===== src/rtl/core/frp_pkg.sv =====
// ----------------------------------------------------------------------------
// frp_pkg
// Shared types and constants for the FTP reply recognizer.
// ----------------------------------------------------------------------------
package frp_pkg;

   localparam logic [7:0]  DASH_CHAR    = 8'h2D;
   localparam logic [7:0]  SPACE_CHAR   = 8'h20;
   localparam logic [7:0]  NEWLINE_CHAR = 8'h0A;
   localparam logic [15:0] LIMIT_RESET  = 16'd2048;
   localparam logic [16:0] COUNT_MAX    = 17'h1FFFF;

   // reply phase codes; code 3 behaves as PHASE_CODE
   localparam logic [1:0] PHASE_CODE   = 2'd0;
   localparam logic [1:0] PHASE_SINGLE = 2'd1;
   localparam logic [1:0] PHASE_MULTI  = 2'd2;

   localparam logic STATUS_DONE     = 1'b0;
   localparam logic STATUS_OVERFLOW = 1'b1;

   typedef struct packed {
      logic [23:0] code_word;
      logic        reply_status;
      logic        was_multi_line;
   } frp_result_type;

endpackage


===== src/rtl/core/frp_if.sv =====
// ----------------------------------------------------------------------------
// frp_byte_if / frp_reply_if
// Valid/ready channels for received bytes and recognized replies.
// ----------------------------------------------------------------------------
interface frp_byte_if;
   logic       valid;
   logic       ready;
   logic [7:0] rx_byte;

   modport source (output valid, output rx_byte, input ready);
   modport sink (input valid, input rx_byte, output ready);
endinterface

interface frp_reply_if;
   logic        valid;
   logic        ready;
   logic [23:0] code_word;
   logic        reply_status;
   logic        was_multi_line;

   modport source (output valid, output code_word, output reply_status,
                   output was_multi_line, input ready);
   modport sink (input valid, input code_word, input reply_status,
                 input was_multi_line, output ready);
endinterface


===== src/rtl/core/frp_parser.sv =====
// ----------------------------------------------------------------------------
// frp_parser
// Per-byte reply state and its next-state logic. One byte per step.
// ----------------------------------------------------------------------------
module frp_parser (
   input  logic                    clock,
   input  logic                    reset,
   input  logic                    step,
   input  logic [7:0]              ch,
   input  logic [15:0]             max_bytes,
   output logic                    emit,
   output frp_pkg::frp_result_type result
);
   import frp_pkg::*;

   logic [1:0]  phase_ff, phase_in;
   logic [1:0]  header_pos_ff, header_pos_in;
   logic [23:0] code_ff, code_in;
   logic [23:0] line_chars_ff, line_chars_in;
   logic [2:0]  line_pos_ff, line_pos_in;
   logic [16:0] body_ff, body_in;
   logic        last_ff, last_in;
   logic [16:0] count_inc;
   logic        status;

   assign count_inc = (body_ff != COUNT_MAX) ? body_ff + 17'd1 : body_ff;

   always_comb begin
      phase_in      = phase_ff;
      header_pos_in = header_pos_ff;
      code_in       = code_ff;
      line_chars_in = line_chars_ff;
      line_pos_in   = line_pos_ff;
      body_in       = body_ff;
      last_in       = last_ff;
      emit          = 1'b0;
      status        = STATUS_DONE;
      if (step) begin
         if (phase_ff != PHASE_SINGLE && phase_ff != PHASE_MULTI) begin
            phase_in = PHASE_CODE;
            if (header_pos_ff != 2'd3) begin
               code_in       = {code_ff[15:0], ch};
               header_pos_in = header_pos_ff + 2'd1;
            end else begin
               phase_in      = (ch == DASH_CHAR) ? PHASE_MULTI : PHASE_SINGLE;
               header_pos_in = 2'd0;
               line_pos_in   = 3'd0;
               line_chars_in = 24'd0;
               body_in       = 17'd0;
               last_in       = 1'b0;
            end
         end else begin
            body_in = count_inc;
            // limit check comes before the byte is interpreted
            if (count_inc > {1'b0, max_bytes}) begin
               emit   = 1'b1;
               status = STATUS_OVERFLOW;
            end else if (phase_ff == PHASE_SINGLE) begin
               emit = (ch == NEWLINE_CHAR);
            end else if (ch == NEWLINE_CHAR) begin
               if (last_ff) emit = 1'b1;
               else line_pos_in = 3'd0;
            end else begin
               unique case (line_pos_ff)
                  3'd0: line_chars_in[23:16] = ch;
                  3'd1: line_chars_in[15:8]  = ch;
                  3'd2: line_chars_in[7:0]   = ch;
                  3'd3: last_in = (ch == SPACE_CHAR) && (line_chars_ff == code_ff);
                  default: ;
               endcase
               if (line_pos_ff < 3'd4) line_pos_in = line_pos_ff + 3'd1;
            end
         end
         if (emit) begin
            phase_in      = PHASE_CODE;
            header_pos_in = 2'd0;
            code_in       = 24'd0;
            line_chars_in = 24'd0;
            line_pos_in   = 3'd0;
            body_in       = 17'd0;
            last_in       = 1'b0;
         end
      end
   end

   assign result.code_word      = code_ff;
   assign result.reply_status   = status;
   assign result.was_multi_line = (phase_ff == PHASE_MULTI);

   always_ff @(posedge clock) begin
      if (reset) begin
         phase_ff      <= PHASE_CODE;
         header_pos_ff <= 2'd0;
         code_ff       <= 24'd0;
         line_chars_ff <= 24'd0;
         line_pos_ff   <= 3'd0;
         body_ff       <= 17'd0;
         last_ff       <= 1'b0;
      end else begin
         phase_ff      <= phase_in;
         header_pos_ff <= header_pos_in;
         code_ff       <= code_in;
         line_chars_ff <= line_chars_in;
         line_pos_ff   <= line_pos_in;
         body_ff       <= body_in;
         last_ff       <= last_in;
      end
   end

endmodule


===== src/rtl/core/ftp_reply_recognizer.sv =====
// ----------------------------------------------------------------------------
// ftp_reply_recognizer
// Recognizes single-line and multi-line FTP control replies from a byte stream.
// ----------------------------------------------------------------------------
// A reply reaches rsp through the input register and then the result register.
// Throughput: one byte per cycle while no reply waits unaccepted on rsp, set by
// the single-pass parser between the input register and the result register.
// Stalls: the input holds while a reply waits unaccepted on rsp.
// Reset: synchronous; clears parser state, empties both registers and loads the
// byte limit with 2048.
module ftp_reply_recognizer (
   input  logic               clock,
   input  logic               reset,
   frp_byte_if.sink           req,
   frp_reply_if.source        rsp,
   input  logic               csr_wr_en,
   input  logic [15:0]        csr_wr_data
);
   import frp_pkg::*;

   logic           in_valid_ff;
   logic [7:0]     in_byte_ff;
   logic           rsp_valid_ff;
   frp_result_type rsp_data_ff;
   logic [15:0]    max_ff;
   logic           advance;
   logic           emit;
   frp_result_type result;

   assign advance   = in_valid_ff && (!rsp_valid_ff || rsp.ready);
   assign req.ready = !in_valid_ff || advance;

   frp_parser u_parser (
      .clock     (clock),
      .reset     (reset),
      .step      (advance),
      .ch        (in_byte_ff),
      .max_bytes (max_ff),
      .emit      (emit),
      .result    (result)
   );

   always_ff @(posedge clock) begin
      if (reset) begin
         in_valid_ff  <= 1'b0;
         rsp_valid_ff <= 1'b0;
         max_ff       <= LIMIT_RESET;
      end else begin
         if (req.valid && req.ready) in_valid_ff <= 1'b1;
         else if (advance) in_valid_ff <= 1'b0;
         if (advance && emit) rsp_valid_ff <= 1'b1;
         else if (rsp.ready) rsp_valid_ff <= 1'b0;
         if (csr_wr_en) max_ff <= csr_wr_data;
      end
   end

   always_ff @(posedge clock) begin
      if (req.valid && req.ready) in_byte_ff <= req.rx_byte;
      if (advance && emit) rsp_data_ff <= result;
   end

   assign rsp.valid          = rsp_valid_ff;
   assign rsp.code_word      = rsp_data_ff.code_word;
   assign rsp.reply_status   = rsp_data_ff.reply_status;
   assign rsp.was_multi_line = rsp_data_ff.was_multi_line;

endmodule


===== src/flat_wrapper.sv =====
// flat-port wrapper written by rule: the top's interface ports become plain ports
module ftp_reply_recognizer_flat import frp_pkg::*;
  (clock, reset, csr_wr_en, csr_wr_data, req_valid, req_rx_byte, req_ready, rsp_valid, rsp_code_word, rsp_reply_status, rsp_was_multi_line, rsp_ready);
  frp_byte_if req_i ();
  frp_reply_if rsp_i ();
  input  logic clock;
  input  logic reset;
  input  logic csr_wr_en;
  input  logic [15:0] csr_wr_data;
  input wire logic [$bits(req_i.valid)-1:0] req_valid;
  input wire logic [$bits(req_i.rx_byte)-1:0] req_rx_byte;
  output wire logic [$bits(req_i.ready)-1:0] req_ready;
  output wire logic [$bits(rsp_i.valid)-1:0] rsp_valid;
  output wire logic [$bits(rsp_i.code_word)-1:0] rsp_code_word;
  output wire logic [$bits(rsp_i.reply_status)-1:0] rsp_reply_status;
  output wire logic [$bits(rsp_i.was_multi_line)-1:0] rsp_was_multi_line;
  input wire logic [$bits(rsp_i.ready)-1:0] rsp_ready;
  assign req_i.valid = req_valid;
  assign req_i.rx_byte = req_rx_byte;
  assign req_ready = req_i.ready;
  assign rsp_valid = rsp_i.valid;
  assign rsp_code_word = rsp_i.code_word;
  assign rsp_reply_status = rsp_i.reply_status;
  assign rsp_was_multi_line = rsp_i.was_multi_line;
  assign rsp_i.ready = rsp_ready;
  ftp_reply_recognizer u_core (.clock(clock), .reset(reset), .req(req_i), .rsp(rsp_i), .csr_wr_en(csr_wr_en), .csr_wr_data(csr_wr_data));
endmodule

===== config.mk =====
export PLATFORM = sky130hd
export DESIGN_NAME = ftp_reply_recognizer_flat
export DESIGN_NICKNAME = d
export VERILOG_FILES = /design/src/rtl/core/frp_pkg.sv /design/src/rtl/core/frp_if.sv /design/src/rtl/core/frp_parser.sv /design/src/rtl/core/ftp_reply_recognizer.sv /design/src/flat_wrapper.sv
export SDC_FILE = /design/constraint.sdc
export NUM_CORES = 1
export LEC_CHECK = 0
export ABC_AREA = 1
export BUFFER_PORTS_ARGS = -buffer_cell sky130_fd_sc_hd__buf_2
export CAP_MARGIN = 20
export CORE_MARGIN = 10
export CORE_UTILIZATION = 55
export CTS_BUF_LIST = sky130_fd_sc_hd__clkbuf_8 sky130_fd_sc_hd__clkbuf_16
export CTS_CLUSTER_SIZE = 20
export DETAILED_ROUTE_END_ITERATION = 6
export PLACE_DENSITY_LB_ADDON = 0.25
export SLEW_MARGIN = 20
export SYNTH_ARGS = -nofsm -noshare
export SYNTH_HDL_FRONTEND = slang
export SYNTH_SLANG_ARGS = --single-unit

===== constraint.sdc =====
create_clock -name clock -period 6.6 [get_ports clock]
set_input_delay 0 -clock clock [delete_from_list [all_inputs] [get_ports clock]]
set_output_delay 0 -clock clock [all_outputs]
set_load 0.03 [all_outputs]

==> metrics.txt <==
status=finished clean; Ys Warns=0; Die Area=roughly 16,000 sq um; commonest cells after routing, fill and taps aside=nand2_1 (158), inv_1 (92), dfxtp_1 (91); EDFF count, synth=34; antenna viol nets, final=0; most common cell after layout, fill and taps aside=nand2_1; synthesis-to-layout area growth=18.45%; most used flip-flop cell after synthesis=dfxtp_1; Final HPWL DP=between 10 and 15 mm; Final TNS setup=0 ns; FF+latch count, synth=125; kind of critical path=flip-flop to flip-flop; Max Fclk=approximately 0.23 GHz; vias=5,308; Peak VDD IR=~0.26 mV; final setup fails=0; core area=between 10,000 and 15,000 sq um; Max Slew Vio Count=0; CP Max Fanout=26; TritonCTS clock tree=done; Placement Setup Slack=around 2.4 ns; number of fill cells in the layout=about 880; clock buffer depth=2; Final Skew=a little under 0.008 ns; worst hold path type=input port to flip-flop; Residual DRC=0; Post-Synthesis Cells=between 700 and 800; wire per inst=about 15 um; post-synth net total=around 820; detailed-route wire length=around 15 mm; Final Cycle Share=roughly two thirds; WP data arrival=around 4.4 ns; Hold Slack=approximately 0.25 ns; Total GRT Usage=19.01%; Crit path required time=about 6.6 ns; MaxCap Viol Count=0; Post-synth ARST share=0%; syn_area_per_cell=~8 sq um; clk_lat worst skew=roughly 0.43 ns; Synth cell types=45; power per cell area=266.3 nW/um^2; Slew HR=~30%; Final Util=67.42%; clock-pin slew on the worst setup and hold paths=~0.060 ns; root buf cell=clkbuf_16; grt ovf=0; reg-to-reg slack, setup=about 2.3 ns; Final min period=roughly 4.3 ns; Starting Density=between 50 and 60%; CTS sink cnt=125; port buffer count=56; Startpoint Class=flip-flop; overall power=1.972 mW; leakage=between 3 and 4 nW; H-tree depth=4; first-pass GRT wire length=about 25 mm; vias per cell=5.329; I/O pin count=57; Inserted Diodes=0; DR pass1 iterations=5; chip height=126.6 um; share of layout cells above drive strength 1=17.17%; largest net degree at the start of global routing=between 60 and 70; initial antenna violation count=0; Tightest Pin Transition=~1.1 ns; RSZ-0062 raised after global routing=false; chip width=roughly 130 um; CTS buffer count=17; mapped cell area=~6300 sq um; DR iter-0 viols=539; slack of the critical path=between 2 and 2.5 ns; Nets=897; sequential area share after synthesis=a little under half; Site Rows=38; final hold vios=0; nature of the critical path endpoint=flip-flop; vias in the first global route=4,974; GPL Wtd Cong=0.9147
[registers in the layout, indices dropped and copies added, names as in the netlist]
register / count
u_core.in_valid_ff: 1
u_core.rsp.valid: 1
u_core.rsp.code_word: 24
u_core.rsp.was_multi_line: 1
u_core.u_parser.code_ff: 24
u_core.u_parser.phase_ff: 2
u_core.u_parser.line_pos_ff: 3
u_core.u_parser.body_ff: 17
u_core.max_ff: 16
u_core.in_byte_ff: 8
u_core.u_parser.header_pos_ff: 2
u_core.u_parser.last_ff: 1
u_core.rsp.reply_status: 1
u_core.u_parser.line_chars_ff: 24
[worst paths after layout]
path | start | endpoint | cells past startpoint
setup / recovery | u_core.u_parser.body_ff[0]$_SDFFE_PP0P_ | u_core.rsp.code_word[8]$_DFFE_PP_ | 21
hold / removal | csr_wr_en | u_core.max_ff[10]$_SDFFE_PP0P_ | 3
setup reg to reg | u_core.u_parser.body_ff[0]$_SDFFE_PP0P_ | u_core.rsp.code_word[8]$_DFFE_PP_ | 21
hold reg to reg | u_core.max_ff[3]$_SDFFE_PP0P_ | u_core.max_ff[3]$_SDFFE_PP0P_ | 2
[power breakdown]
group          switching (mW)  internal, mW
Clock                   0.340         0.530
Combinational           0.146        0.0880
Sequential             0.0371         0.831
[synthesized netlist by cell type, types with 3 or more instances]
cell type / instances / share of area, %
nand2_1: 158 / 9.5
inv_1: 92 / 5.5
dfxtp_1: 91 / 29
a21oi_1: 67 / 5.4
nor2_1: 63 / 3.8
o21ai_0: 50 / 4.0
edfxtp_1: 34 / 16
nand4_1: 32 / 3.2
ha_1: 25 / 5.0
nand2_2: 17 / 1.7
clkbuf_1: 14 / 0.84
nand3_1: 14 / 1.1
xnor2_1: 13 / 1.8
xor2_1: 13 / 1.8
nor2_2: 10 / 1.0
or2_2: 10 / 1.0
buf_6: 7 / 1.3
buf_2: 6 / 0.48
nor3_1: 6 / 0.48
nand3_2: 5 / 0.80
nor4_1: 5 / 0.50
inv_2: 4 / 0.24
nand4_4: 3 / 1.0
[repair_timing]
action                    4_1_cts  5_1_grt
hold buffers                   31        0
gates resized for setup         0        0
setup buffers                   0        0
hold endpoints to repair       35        0
[final cells by class]
type	count	area [sq um]	area share, %
clock buffers	19	452.9	6.117
clock inverters	13	101.3	1.369
inverters	98	375.4	5.069
multi-input cells	513	2859	38.61
flip-flops and latches	125	2843	38.39
well taps	140	175.2	2.366
repair buffers	88	598.1	8.077
[worst max-delay path, stage by stage, from the launching register on]
cell      delay [ns]
dfxtp_1         0.34
ha_1            0.25
nand3_1         0.11
inv_1           0.07
nand2_2         0.07
nor2_4          0.04
nand2_2         0.16
nand2_1         0.07
nor2_1          0.21
nand2_1         0.15
xor2_1          0.35
ha_1            0.21
nand2_1         0.08
nor2_1          0.26
nand3b_1        0.11
nand3_1         0.13
nand3_2         0.10
nand2_4         0.10
nand2_8         0.11
nand2_2         0.10
nand3_2         0.10
inv_1           0.79
[through the flow]
step                std cells  area (sq um)
CTS                       996          7405
floorplan                 765          6251
detailed placement        933          6540
global route              996          7405
global placement          933          6540
finish                    996          7405
[per-layer routing]
| metal | up-vias | share of wire, % | global-route usage [%] |
|---|---|---|---|
| li1 | 2649 | - | - |
| met1 | 2432 | 46 | 25.09 |
| met2 | 198 | 44 | 28.34 |
| met3 | 29 | 7.8 | 5.456 |
| met4 | 0 | 2.1 | 8.305 |
| met5 | - | 0 | 0 |
[kinds of logic (layout without fill, tap and decap cells)]
kind of cell               after synthesis  in the layout  synth area share [%]
DFF                                    125            125                 45.48
and+or+nand+nor                        339            339                 26.96
xor gates and xnor gates                26             26                 3.643
buffers and inverters                  127            218                 8.787
AOI/OAI and AO/OA                      122            122                 9.948
adders and majority gates               25             25                 5.004
muxes                                    1              1                0.1801
Power figures use the tool's default switching activity.
